--- config.mk ---
export PLATFORM = sky130hd
export DESIGN_NAME = plate_row_transition_bounds_top
export DESIGN_NICKNAME = d
export VERILOG_FILES = /design/src/rtl/prtb_pkg.sv /design/src/rtl/plate_row_transition_bounds_top.sv /design/src/rtl/prtb_row_counter.sv
export SDC_FILE = /design/constraint.sdc
export NUM_CORES = 1
export LEC_CHECK = 0
export BUFFER_PORTS_ARGS = -buffer_cell sky130_fd_sc_hd__buf_2
export CAP_MARGIN = 20
export CORE_UTILIZATION = 60
export DETAILED_ROUTE_END_ITERATION = 16
export PLACE_DENSITY = 0.91
export SYNTH_ARGS = -nofsm -noshare
export SYNTH_HDL_FRONTEND = slang
export SYNTH_HIERARCHICAL = 1
export SYNTH_SLANG_ARGS = --single-unit
--- constraint.sdc ---
create_clock -name clk_i -period 6.2 [get_ports clk_i]
set_input_delay 0 -clock clk_i [delete_from_list [all_inputs] [get_ports clk_i]]
set_output_delay 0 -clock clk_i [all_outputs]
set_load 0.005 [all_outputs]
--- src/rtl/prtb_pkg.sv ---
// shared types and constants for the plate row transition bounds block
package prtb_pkg;

  localparam int unsigned PIX_W = 8;
  localparam int unsigned ROW_W = 10;
  localparam int unsigned THR_W = 10;
  localparam int unsigned CNT_W = 9;
  localparam int unsigned CFG_IDX_W = 1;

  localparam logic [PIX_W-1:0] PIX_BLACK = 8'h00;
  localparam logic [PIX_W-1:0] PIX_WHITE = 8'hFF;
  localparam logic [CNT_W-1:0] CNT_MAX = '1;

  localparam logic [THR_W-1:0] UPPER_THR_RESET = 10'd6;
  localparam logic [THR_W-1:0] LOWER_THR_RESET = 10'd4;

  typedef enum logic [CFG_IDX_W-1:0] {
    CFG_UPPER_THR = 1'b0,
    CFG_LOWER_THR = 1'b1
  } cfg_reg_e;

  // registered input transaction
  typedef struct packed {
    logic [PIX_W-1:0] pixel;
    logic [ROW_W-1:0] row_index;
    logic             bottom_pass;
    logic             row_start;
    logic             row_end;
    logic             frame_start;
  } in_item_t;

  // control from the top level to the row counter
  typedef struct packed {
    logic take;
    logic restart;
    logic row_end;
  } cnt_ctrl_t;

  // row counts including the pixel being taken
  typedef struct packed {
    logic [CNT_W-1:0] rise;
    logic [CNT_W-1:0] fall;
  } cnt_stat_t;

endpackage

--- src/rtl/plate_row_transition_bounds_top.sv ---
// Plate row transition bounds: one pixel per transaction, one result per row end.
// Each accepted pixel is registered, then processed together with the row counters and the
// bound registers, so a pixel can be accepted in every clock cycle unless the input stalls;
// the row's last pixel passes through the input register and then the result register,
// which drives out_valid_o. Throughput is one pixel per cycle; the
// input stalls only while a row-end result is blocked by out_stall_i. Within a
// row, every SAMPLE_STEP-th column is compared with the pixel SAMPLE_STEP columns back; exact
// 0-to-255 and 255-to-0 steps are counted, saturating at 511. At row end the selected pass
// threshold sets or clears the upper or lower bound; frame_start clears both bounds.
module plate_row_transition_bounds_top
  import prtb_pkg::*;
#(
  parameter int unsigned MAX_WIDTH   = 1024,
  parameter int unsigned SAMPLE_STEP = 3
) (
  input  logic                 clk_i,
  input  logic                 rst_ni,
  input  logic                 cfg_valid_i,
  output logic                 cfg_ready_o,
  input  logic [CFG_IDX_W-1:0] cfg_index_i,
  input  logic [THR_W-1:0]     cfg_data_i,
  input  logic                 in_valid_i,
  output logic                 in_stall_o,
  input  logic [PIX_W-1:0]     pixel_i,
  input  logic [ROW_W-1:0]     row_index_i,
  input  logic                 bottom_pass_i,
  input  logic                 row_start_i,
  input  logic                 row_end_i,
  input  logic                 frame_start_i,
  output logic                 out_valid_o,
  input  logic                 out_stall_i,
  output logic [ROW_W-1:0]     upper_row_o,
  output logic                 upper_found_o,
  output logic [ROW_W-1:0]     lower_row_o,
  output logic                 lower_found_o,
  output logic [CNT_W-1:0]     rising_count_o,
  output logic [CNT_W-1:0]     falling_count_o
);

  logic [THR_W-1:0] upper_thr_q, lower_thr_q;
  in_item_t         s1_q;
  logic             s1_valid_q, s1_valid_d;
  logic             in_accept, out_free, proc;
  cnt_ctrl_t        cnt_ctrl;
  cnt_stat_t        cnt_stat;

  logic             up_found_q, up_found_d, lo_found_q, lo_found_d;
  logic [ROW_W-1:0] up_row_q, up_row_d, lo_row_q, lo_row_d;
  logic             sel_found;
  logic [ROW_W-1:0] sel_row;
  logic [THR_W-1:0] thr;
  logic             both_ge, both_lt;

  logic             out_valid_q;
  logic [ROW_W-1:0] res_up_row_q, res_lo_row_q;
  logic             res_up_found_q, res_lo_found_q;
  logic [CNT_W-1:0] res_rise_q, res_fall_q;

  // configuration
  assign cfg_ready_o = 1'b1;

  always_ff @(posedge clk_i or negedge rst_ni) begin
    if (!rst_ni) begin
      upper_thr_q <= UPPER_THR_RESET;
      lower_thr_q <= LOWER_THR_RESET;
    end else if (cfg_valid_i && cfg_ready_o) begin
      unique case (cfg_reg_e'(cfg_index_i))
        CFG_UPPER_THR: upper_thr_q <= cfg_data_i;
        CFG_LOWER_THR: lower_thr_q <= cfg_data_i;
        default: ;
      endcase
    end
  end

  // handshake: only a row-end transaction needs a free result slot
  assign out_free   = !out_valid_q || !out_stall_i;
  assign proc       = s1_valid_q && (!s1_q.row_end || out_free);
  assign in_stall_o = s1_valid_q && !proc;
  assign in_accept  = in_valid_i && !in_stall_o;

  always_comb begin
    s1_valid_d = s1_valid_q;
    if (in_accept)  s1_valid_d = 1'b1;
    else if (proc)  s1_valid_d = 1'b0;
  end

  always_ff @(posedge clk_i or negedge rst_ni) begin
    if (!rst_ni) begin
      s1_valid_q <= 1'b0;
    end else begin
      s1_valid_q <= s1_valid_d;
    end
  end

  always_ff @(posedge clk_i) begin
    if (in_accept) begin
      s1_q.pixel       <= pixel_i;
      s1_q.row_index   <= row_index_i;
      s1_q.bottom_pass <= bottom_pass_i;
      s1_q.row_start   <= row_start_i;
      s1_q.row_end     <= row_end_i;
      s1_q.frame_start <= frame_start_i;
    end
  end

  assign cnt_ctrl.take    = proc;
  assign cnt_ctrl.restart = s1_q.row_start || s1_q.frame_start;
  assign cnt_ctrl.row_end = s1_q.row_end;

  prtb_row_counter #(
    .MAX_WIDTH  (MAX_WIDTH),
    .SAMPLE_STEP(SAMPLE_STEP)
  ) u_row_counter (
    .clk_i  (clk_i),
    .rst_ni (rst_ni),
    .ctrl_i (cnt_ctrl),
    .pixel_i(s1_q.pixel),
    .stat_o (cnt_stat)
  );

  // bound rule for the pass selected by bottom_pass
  always_comb begin
    up_found_d = s1_q.frame_start ? 1'b0 : up_found_q;
    up_row_d   = s1_q.frame_start ? '0   : up_row_q;
    lo_found_d = s1_q.frame_start ? 1'b0 : lo_found_q;
    lo_row_d   = s1_q.frame_start ? '0   : lo_row_q;

    thr       = s1_q.bottom_pass ? lower_thr_q : upper_thr_q;
    sel_found = s1_q.bottom_pass ? lo_found_d : up_found_d;
    sel_row   = s1_q.bottom_pass ? lo_row_d : up_row_d;
    both_ge   = ({1'b0, cnt_stat.rise} >= thr) && ({1'b0, cnt_stat.fall} >= thr);
    both_lt   = ({1'b0, cnt_stat.rise} < thr) && ({1'b0, cnt_stat.fall} < thr);

    if (s1_q.row_end) begin
      priority if (both_ge && !sel_found) begin
        if (s1_q.bottom_pass) begin
          lo_found_d = 1'b1;
          lo_row_d   = s1_q.row_index;
        end else begin
          up_found_d = 1'b1;
          up_row_d   = s1_q.row_index;
        end
      end else if (both_lt && sel_found && sel_row != '0) begin
        if (s1_q.bottom_pass) begin
          lo_found_d = 1'b0;
          lo_row_d   = '0;
        end else begin
          up_found_d = 1'b0;
          up_row_d   = '0;
        end
      end else begin
      end
    end
  end

  always_ff @(posedge clk_i or negedge rst_ni) begin
    if (!rst_ni) begin
      up_found_q <= 1'b0;
      up_row_q   <= '0;
      lo_found_q <= 1'b0;
      lo_row_q   <= '0;
    end else if (proc) begin
      up_found_q <= up_found_d;
      up_row_q   <= up_row_d;
      lo_found_q <= lo_found_d;
      lo_row_q   <= lo_row_d;
    end
  end

  // result register
  always_ff @(posedge clk_i or negedge rst_ni) begin
    if (!rst_ni) begin
      out_valid_q <= 1'b0;
    end else if (proc && s1_q.row_end) begin
      out_valid_q <= 1'b1;
    end else if (!out_stall_i) begin
      out_valid_q <= 1'b0;
    end
  end

  always_ff @(posedge clk_i) begin
    if (proc && s1_q.row_end) begin
      res_up_row_q   <= up_row_d;
      res_up_found_q <= up_found_d;
      res_lo_row_q   <= lo_row_d;
      res_lo_found_q <= lo_found_d;
      res_rise_q     <= cnt_stat.rise;
      res_fall_q     <= cnt_stat.fall;
    end
  end

  assign out_valid_o     = out_valid_q;
  assign upper_row_o     = res_up_row_q;
  assign upper_found_o   = res_up_found_q;
  assign lower_row_o     = res_lo_row_q;
  assign lower_found_o   = res_lo_found_q;
  assign rising_count_o  = res_rise_q;
  assign falling_count_o = res_fall_q;

  // a bound that is not held keeps a zero row
  assert property (@(posedge clk_i) disable iff (!rst_ni)
    !up_found_q |-> up_row_q == '0)
    else $error("upper bound row not zero while not held");

  assert property (@(posedge clk_i) disable iff (!rst_ni)
    !lo_found_q |-> lo_row_q == '0)
    else $error("lower bound row not zero while not held");

  // a processed row end always lands in the result register
  assert property (@(posedge clk_i) disable iff (!rst_ni)
    proc && s1_q.row_end |=> out_valid_q)
    else $error("row-end transaction produced no result");

  // stall only with a pending row end behind a blocked result
  assert property (@(posedge clk_i) disable iff (!rst_ni)
    in_stall_o |-> s1_valid_q && s1_q.row_end && out_valid_q && out_stall_i)
    else $error("input stalled without a blocked result");

endmodule

--- src/rtl/prtb_row_counter.sv ---
// per-row sampling history and transition counters
module prtb_row_counter
  import prtb_pkg::*;
#(
  parameter int unsigned MAX_WIDTH   = 1024,
  parameter int unsigned SAMPLE_STEP = 3
) (
  input  logic             clk_i,
  input  logic             rst_ni,
  input  cnt_ctrl_t        ctrl_i,
  input  logic [PIX_W-1:0] pixel_i,
  output cnt_stat_t        stat_o
);

  localparam int unsigned CW = $clog2(MAX_WIDTH + 1);
  localparam int unsigned PW = (SAMPLE_STEP > 1) ? $clog2(SAMPLE_STEP) : 1;
  localparam logic [CW-1:0] COL_LIMIT = CW'(MAX_WIDTH);
  localparam logic [CW-1:0] STEP_COL = CW'(SAMPLE_STEP);
  localparam logic [PW-1:0] PHASE_LAST = PW'(SAMPLE_STEP - 1);

  logic [CW-1:0]    col_q, col_d, col_eff;
  logic [PW-1:0]    phase_q, phase_d, phase_eff;
  logic [CNT_W-1:0] rise_q, rise_d, rise_eff, rise_new;
  logic [CNT_W-1:0] fall_q, fall_d, fall_eff, fall_new;
  logic [PIX_W-1:0] hist_q [SAMPLE_STEP];
  logic [PIX_W-1:0] oldest;
  logic             active, compare;

  always_comb begin
    col_eff   = ctrl_i.restart ? '0 : col_q;
    phase_eff = ctrl_i.restart ? '0 : phase_q;
    rise_eff  = ctrl_i.restart ? '0 : rise_q;
    fall_eff  = ctrl_i.restart ? '0 : fall_q;
    oldest    = hist_q[SAMPLE_STEP-1];

    // columns past the maximum width are ignored
    active  = col_eff < COL_LIMIT;
    compare = active && (phase_eff == '0) && (col_eff >= STEP_COL);

    rise_new = rise_eff;
    fall_new = fall_eff;
    if (compare && oldest == PIX_BLACK && pixel_i == PIX_WHITE) begin
      if (rise_eff != CNT_MAX) rise_new = rise_eff + CNT_W'(1);
    end else if (compare && oldest == PIX_WHITE && pixel_i == PIX_BLACK) begin
      if (fall_eff != CNT_MAX) fall_new = fall_eff + CNT_W'(1);
    end

    if (ctrl_i.row_end) begin
      col_d   = '0;
      phase_d = '0;
      rise_d  = '0;
      fall_d  = '0;
    end else begin
      col_d   = active ? col_eff + CW'(1) : col_eff;
      phase_d = phase_eff;
      if (active) phase_d = (phase_eff == PHASE_LAST) ? '0 : phase_eff + PW'(1);
      rise_d  = rise_new;
      fall_d  = fall_new;
    end
  end

  assign stat_o.rise = rise_new;
  assign stat_o.fall = fall_new;

  always_ff @(posedge clk_i or negedge rst_ni) begin
    if (!rst_ni) begin
      col_q   <= '0;
      phase_q <= '0;
      rise_q  <= '0;
      fall_q  <= '0;
    end else if (ctrl_i.take) begin
      col_q   <= col_d;
      phase_q <= phase_d;
      rise_q  <= rise_d;
      fall_q  <= fall_d;
    end
  end

  // history entries are only read once a full step of the row has been seen
  always_ff @(posedge clk_i) begin
    if (ctrl_i.take && active) begin
      hist_q[0] <= pixel_i;
      for (int k = 1; k < SAMPLE_STEP; k++) begin
        hist_q[k] <= hist_q[k-1];
      end
    end
  end

endmodule
==> impl_metrics.json, run 1 <==
{
  "outcome": "finished clean",
  "worstHoldStart": "cfg_index_i",
  "dpl_cell_area_um2": 8860,
  "synth_cell_type_count": 68,
  "yosysWarnings": 6,
  "wire_per_inst_um": 20.8,
  "synth-async-reset-ratio": 0.466,
  "grt_pass1_wl_mm": 34.5,
  "grt_pass1_vias": 6688,
  "die_y_um": 120,
  "routed_wl_mm": 21.7,
  "io_pins": 81,
  "nNetsFinal": 916,
  "crit_type": "flop to flop",
  "synth_top_family_by_area": "simple AND/OR/NAND/NOR gates",
  "reg2reg_from": "s1_q[0]$_DFFE_PP_",
  "slew_viol_final": 0,
  "synth.area.top_cells": "edfxtp_1 (31%), dfrtp_1 (21%), a21oi_1 (4.4%)",
  "cts_resized": 0,
  "fin_crit_sh": 0.893,
  "synth_edf_count": 86,
  "nFillCells": 911,
  "power_mw": 2.60,
  "synth_compound_area_frac": 0.166,
  "synth_nets": 822,
  "hold_depth": 3,
  "drt_iter0_markers": 1003,
  "hpwlAfterDp_mm": 13.3,
  "cts_setup_buffers": 0,
  "crit_path_end_kind": "flop",
  "cts.sinks": 161,
  "cellLeakagePower_nw": 4.00,
  "synth_common_cells": "edfxtp_1 (86), a21oi_1 (74), dfrtp_1 (72), nand2_1 (58), nand4_1 (45)",
  "yosys.area_share.simple": 0.166,
  "drive_gt1_frac": 0.192,
  "grt_max_degree": 76,
  "crit_path_top_delay_cell": "a2111oi_0",
  "avgSynthCellArea_um2": 11.0,
  "critical_path_buf_inv_count": 2,
  "clock.fmax_mhz": 181,
  "synth_top_area_cell": "edfxtp_1",
  "slew_headroom": 0.299,
  "hold_ws_ps": 165,
  "die_area_um2": 14500,
  "cts_max_path_buffers": 2,
  "syn_inst": 763,
  "ir_drop_uv": 244,
  "vias_per_cell": 6.66,
  "arrival_ps": 5890,
  "synth.mux.area_fraction": 0.0489,
  "required_ps": 6550,
  "grt_use_total": 0.312,
  "gr-total-overflow": 0,
  "final-setup-viol-count": 0,
  "portBuffers": 79,
  "fin_area_um2": 9850,
  "grt_setup_unrepaired": "false",
  "start_util": 0.624,
  "htree_levels": 4,
  "ff2ff_path_depth": 15,
  "dpl_worst_slack_ps": 975,
  "utilization": 0.732,
  "fin_setup_tns_ps": 0,
  "min-delay-path-class": "primary input to flop",
  "synthAdderAreaFrac": 0.0313,
  "dr.pass1.iters": 7,
  "crit_path_cell_trace": "or2_2 -> nand2b_1 -> inv_1 -> ha_1 -> nand4b_1 -> a2111oi_0 -> a22oi_1 -> ha_1 -> a21o_1 -> a21oi_1 -> o31ai_1 -> o2bb2ai_1 -> o21ai_1 -> buf_4 -> a21oi_1",
  "worst-path-max-fanout": 28,
  "vias": 6965,
  "r2r-end": "up_row_q[1]$_DFFE_PN0P_",
  "synth_top_area_frac": 0.307,
  "fin_crit_ps": 5540,
  "max_cap_violations": 0,
  "core-area_um2": 13500,
  "gp_congestion": 0.870,
  "min_to": "upper_thr_q[2]$_DFFE_PN1P_",
  "worstSkewPairLatency_ps": 440,
  "rows": 42,
  "critPathTopFamily": "compound AO/OA/AOI/OAI gates",
  "path_clk_slew_ps": 60,
  "power_density_nw_per_um2": 264,
  "start_kind": "flop",
  "cts_tree": "done",
  "finClkSkew_ps": 7.24,
  "antenna_cells": 0,
  "remaining_drc_errors": 0,
  "synthXorXnorAreaFrac": 0.0146,
  "postRouteAntennaNets": 0,
  "setup_ws_ps": 663,
  "synth_most_common_cell": "edfxtp_1",
  "postCtsHoldBufs": 36,
  "cts-root-buf": "clkbuf_16",
  "numPlacedInstances": 978,
  "synth-seq-area-share": 0.531,
  "antenna_found_initial": 0,
  "hold_viol_final": 0,
  "die_w_um": 120,
  "cts_buffers": 17,
  "synth_seq_cells": 161,
  "yosys_most_used_dff": "edfxtp_1",
  "worst_pin_slew_ps": 1050,
  "reg2reg_slack_ps": 660,
  "area_growth_pct": 17.2,
  "final_cells": 1046,
  "slowest_delay_ps": 880,
  "synth_area_um2": 8400
}
cell type report:
class,count,area (um2),share of cell area
sequential,161,4460,0.453
timing repair buffer,130,868,0.0882
clock inverter,11,179,0.0182
clock buffer,21,450,0.0457
multi-input combinational,531,3600,0.366
inverter,16,60.1,0.00610
tap,176,220,0.0224
worst min-delay path: stages:
cell and delay [ps]:
buf_2 90, nor2b_1 190, mux2_2 290
logic make-up after synthesis:
| logic type | Yosys count |
|---|---|
| adders and majority gates | 21 |
| other | 1 |
| AOI/OAI and AO/OA | 208 |
| xor gates and xnor gates | 14 |
| DFF | 161 |
| buffers and inverters | 71 |
| and+or+nand+nor | 249 |
| muxes | 38 |
worst max-delay path by stage:
stage | from | endpoint | slack, ps | cells after the start
6_report | s1_q[0]$_DFFE_PP_ | up_row_q[1]$_DFFE_PN0P_ | 660 | 15
2_1_floorplan | s1_q[0]$_DFFE_PP_ | lower_row_o[0]$_DFFE_PP_ | 1470 | 20
5_1_grt | s1_q[0]$_DFFE_PP_ | up_row_q[1]$_DFFE_PN0P_ | 430 | 15
4_1_cts | s1_q[0]$_DFFE_PP_ | up_row_q[1]$_DFFE_PN0P_ | 880 | 14
3_5_place_dp | s1_q[0]$_DFFE_PP_ | up_row_q[1]$_DFFE_PN0P_ | 970 | 14
3_3_place_gp | s1_q[0]$_DFFE_PP_ | lo_row_q[0]$_DFFE_PN0P_ | 1110 | 17
power breakdown:
group          switching (mW)  internal (mW)
Combinational           0.151         0.0919
Clock                   0.435          0.690
Sequential             0.0369           1.19
Total                   0.623           1.98
per-layer routing:
| layer | vias up | global-route usage | routed length (um) |
|---|---|---|---|
| li1 | 3121 | - | - |
| met1 | 3337 | 0.392 | 8170 |
| met2 | 403 | 0.504 | 10600 |
| met3 | 104 | 0.0731 | 1920 |
| met4 | 0 | 0.164 | 986 |
| met5 | - | 0 | 0 |
placed cells by master, fill, tap and decap left out, types with 15 or more instances in the layout:
cell	count
a22oi_1	21
buf_2	79
nand3_1	15
nor2b_1	34
clkbuf_16	17
a21oi_1	74
ha_1	21
nand4_1	45
edfxtp_1	86
o21ai_0	20
a32oi_1	20
buf_4	15
mux2_2	24
nor2_1	25
dfrtp_1	72
dlygate4sd3_1	36
inv_1	16
nand2_1	58
o211ai_1	24
state kept, by name (all words and copies together), names as in the netlist, 9 cells and up:
signal and flops:
up_row_q 10, lower_thr_q 10, u_row_counter/rise_q 9, lower_row_o 10, u_row_counter/hist_q 24, rising_count_o 9
s1_q 21, lo_row_q 10, u_row_counter/col_q 11, falling_count_o 9, upper_thr_q 10, u_row_counter/fall_q 9
upper_row_o 10
(Power assumes the default switching activity.)
==> run 2: changes to the inputs <==
--- a/config.mk
+++ b/config.mk
@@ -9,6 +9,7 @@
 export CAP_MARGIN = 20
 export CORE_UTILIZATION = 60
 export DETAILED_ROUTE_END_ITERATION = 16
+export GPL_TIMING_DRIVEN = 0
 export PLACE_DENSITY = 0.91
 export SYNTH_ARGS = -nofsm -noshare
 export SYNTH_HDL_FRONTEND = slang
==> constraint.sdc (replaced) <==
create_clock -name clk_i -period 6.2 [get_ports clk_i]
set_input_delay 0.31 -clock clk_i [delete_from_list [all_inputs] [get_ports clk_i]]
set_output_delay 0.31 -clock clk_i [all_outputs]
set_load 0.005 [all_outputs]
==> run 2 against run 1 <==
Effect of this change: global-route usage is 1.1 points lower; non-clock buffer count up 5; sequential share of layout area rose by 0.98 points; sequential power hardly changed; flip-flop and latch count did not move; critical path depth rose by 4; critical endpoint is now upper_row_o[6]$_DFFE_PP_; setup slack worse by 360 ps; via count shrank 0.56%; core utilization shrank 1.5 points.
==> impl_metrics.json, run 2 (synthesis gave the netlist of run 1 again) <==
{
  "die_area_um2": 14500,
  "grt_pass1_wl_mm": 33.2,
  "dr.pass1.iters": 7,
  "start_kind": "flop",
  "cts.sinks": 161,
  "pwr-share-clk": 0.418,
  "slowest_delay_ps": 600,
  "internal_power_mw": 1.88,
  "antenna_found_initial": 0,
  "regMostFlops": "u_row_counter/hist_q",
  "ir_drop_uv": 222,
  "min-delay-path-class": "primary input to flop",
  "gr-total-overflow": 0,
  "slew_viol_final": 0,
  "remaining_drc_errors": 0,
  "area_growth_pct": 14.7,
  "cts-root-buf": "clkbuf_16",
  "portBuffers": 79,
  "critical_path_buf_inv_count": 4,
  "final_cell_mix": "buf_2 (90), edfxtp_1 (86), a21oi_1 (74), dfrtp_1 (72), nand2_1 (58)",
  "cts_setup_buffers": 0,
  "die_w_um": 120,
  "path_clk_slew_ps": 60,
  "worstSkewPairLatency_ps": 440,
  "finClkSkew_ps": 6.34,
  "power_density_nw_per_um2": 260,
  "io_pins": 81,
  "rows": 42,
  "wire_per_inst_um": 19.8,
  "cts_tree": "done",
  "grt_pass1_vias": 6639,
  "final_common_cell": "buf_2",
  "numPlacedInstances": 1019,
  "crit_type": "flop to flop",
  "htree_levels": 4,
  "cellLeakagePower_nw": 3.91,
  "fin_setup_tns_ps": 0,
  "top_regs": "u_row_counter/hist_q: 24 flops, s1_q: 21 flops, u_row_counter/col_q: 11 flops",
  "fin_crit_sh": 0.950,
  "core-area_um2": 13500,
  "cts_buffers": 17,
  "crit_path_end_kind": "flop",
  "worst-path-max-fanout": 12,
  "die_y_um": 120,
  "nNetsFinal": 921,
  "required_ps": 6370,
  "p_switching_uw": 628,
  "grt_max_degree": 65,
  "arrival_ps": 6060,
  "crit_path_top_delay_cell": "or4_1",
  "antenna_cells": 0,
  "slew_headroom": 0.279,
  "crit_path_cell_trace": "clkbuf_1 -> or2_2 -> buf_1 -> buf_1 -> nor2_1 -> ha_1 -> nand4b_1 -> or4_1 -> nand3_2 -> nor2_1 -> xnor2_1 -> ha_1 -> a21o_1 -> nand3_1 -> a31oi_1 -> a2111o_1 -> buf_2 -> o211ai_1 -> nand2_1",
  "pwr-share-seq": 0.492,
  "vias_per_cell": 6.59,
  "worst_pin_slew_ps": 1080,
  "final_cells": 1051,
  "largest_reg_flops": 24,
  "vias": 6926,
  "max_cap_violations": 0,
  "drive_gt1_frac": 0.200,
  "fin_crit_ps": 5890,
  "postRouteAntennaNets": 0,
  "netSwitchingFraction": 0.251,
  "hold_viol_final": 0,
  "gp_congestion": 0.929,
  "routed_wl_mm": 20.8,
  "drt_iter0_markers": 818,
  "final-setup-viol-count": 0,
  "critPathTopFamily": "simple AND/OR/NAND/NOR gates",
  "grt_setup_unrepaired": "false",
  "grt_use_total": 0.302,
  "start_util": 0.624,
  "hpwlAfterDp_mm": 14.2,
  "power_frac_comb": 0.091,
  "clock.fmax_mhz": 170,
  "cts_max_path_buffers": 2,
  "outcome": "finished clean"
}
==> run 2: cell count changes in the layout (fill, tap and decap cells not counted), moves of 7 or more <==
cell,change
buf_2,+11
clkbuf_1,+27
dlygate4sd3_1,-35
buf_4,-10
buf_6,+7
==> run 2: per-stage QoR <==
step	hold WS [ps]	worst slack [ps]	area, um2	power, mW	util
after CTS	33.4	191	9640	2.51	0.717
after detailed placement	175	277	9050	1.47	0.673
after global placement	400	265	9020	1.45	0.670
after global routing	35.5	135	9640	2.57	0.716
final	44.3	307	9640	2.50	0.716
after floorplan	14.4	1470	8400	1.38	-
==> run 2: per-layer routing <==
layer	GRT usage	wire length, um	vias up
li1	-	-	3142
met1	0.373	7990	3292
met2	0.488	10000	404
met3	0.0627	1790	88
met4	0.184	995	0
met5	0	0	-
==> run 2: final timing paths <==
| path | start | endpoint | slack, ps | depth (start not counted) |
|---|---|---|---|---|
| worst max-delay path | s1_q[0]$_DFFE_PP_ | upper_row_o[6]$_DFFE_PP_ | 310 | 19 |
| worst min-delay path | row_index_i[1] | s1_q[5]$_DFFE_PP_ | 40 | 1 |
| worst max register to register | s1_q[0]$_DFFE_PP_ | upper_row_o[6]$_DFFE_PP_ | 310 | 19 |
| worst min register to register | u_row_counter/hist_q[0][10]$_DFFE_PP_ | u_row_counter/hist_q[0][18]$_DFFE_PP_ | 420 | 0 |
| max in group asynchronous | rst_ni | lower_thr_q[2]$_DFFE_PN1P_ | 5310 | 3 |
| min in group asynchronous | rst_ni | u_row_counter/col_q[5]$_DFFE_PN0P_ | 270 | 2 |
==> run 2: power by group through the flow <==
stage / clock network [mW] / logic, mW / registers [mW]
6_report: 1.05 / 0.227 / 1.23
4_1_cts: 1.05 / 0.223 / 1.23
5_1_grt: 1.09 / 0.247 / 1.24
3_3_place_gp: 0 / 0.207 / 1.25
2_1_floorplan: 0 / 0.139 / 1.24
3_5_place_dp: 0 / 0.220 / 1.25
==> run 2: area by class of cell <==
type                       count  area (um2)
clock inverter                13         150
buffer                        54         287
tap                          176         220
timing repair buffer          81         435
clock buffer                  19         433
inverter                      16        60.1
fill                         961        3810
multi-input combinational    531        3590
sequential                   161        4460
==> run 2: timing repair <==
action                                  in CTS  in global routing
hold buffers                                 1                  0
endpoints found under the hold margin       11                  0
endpoints found under the setup margin       0                 44
resized for setup                            0                  3
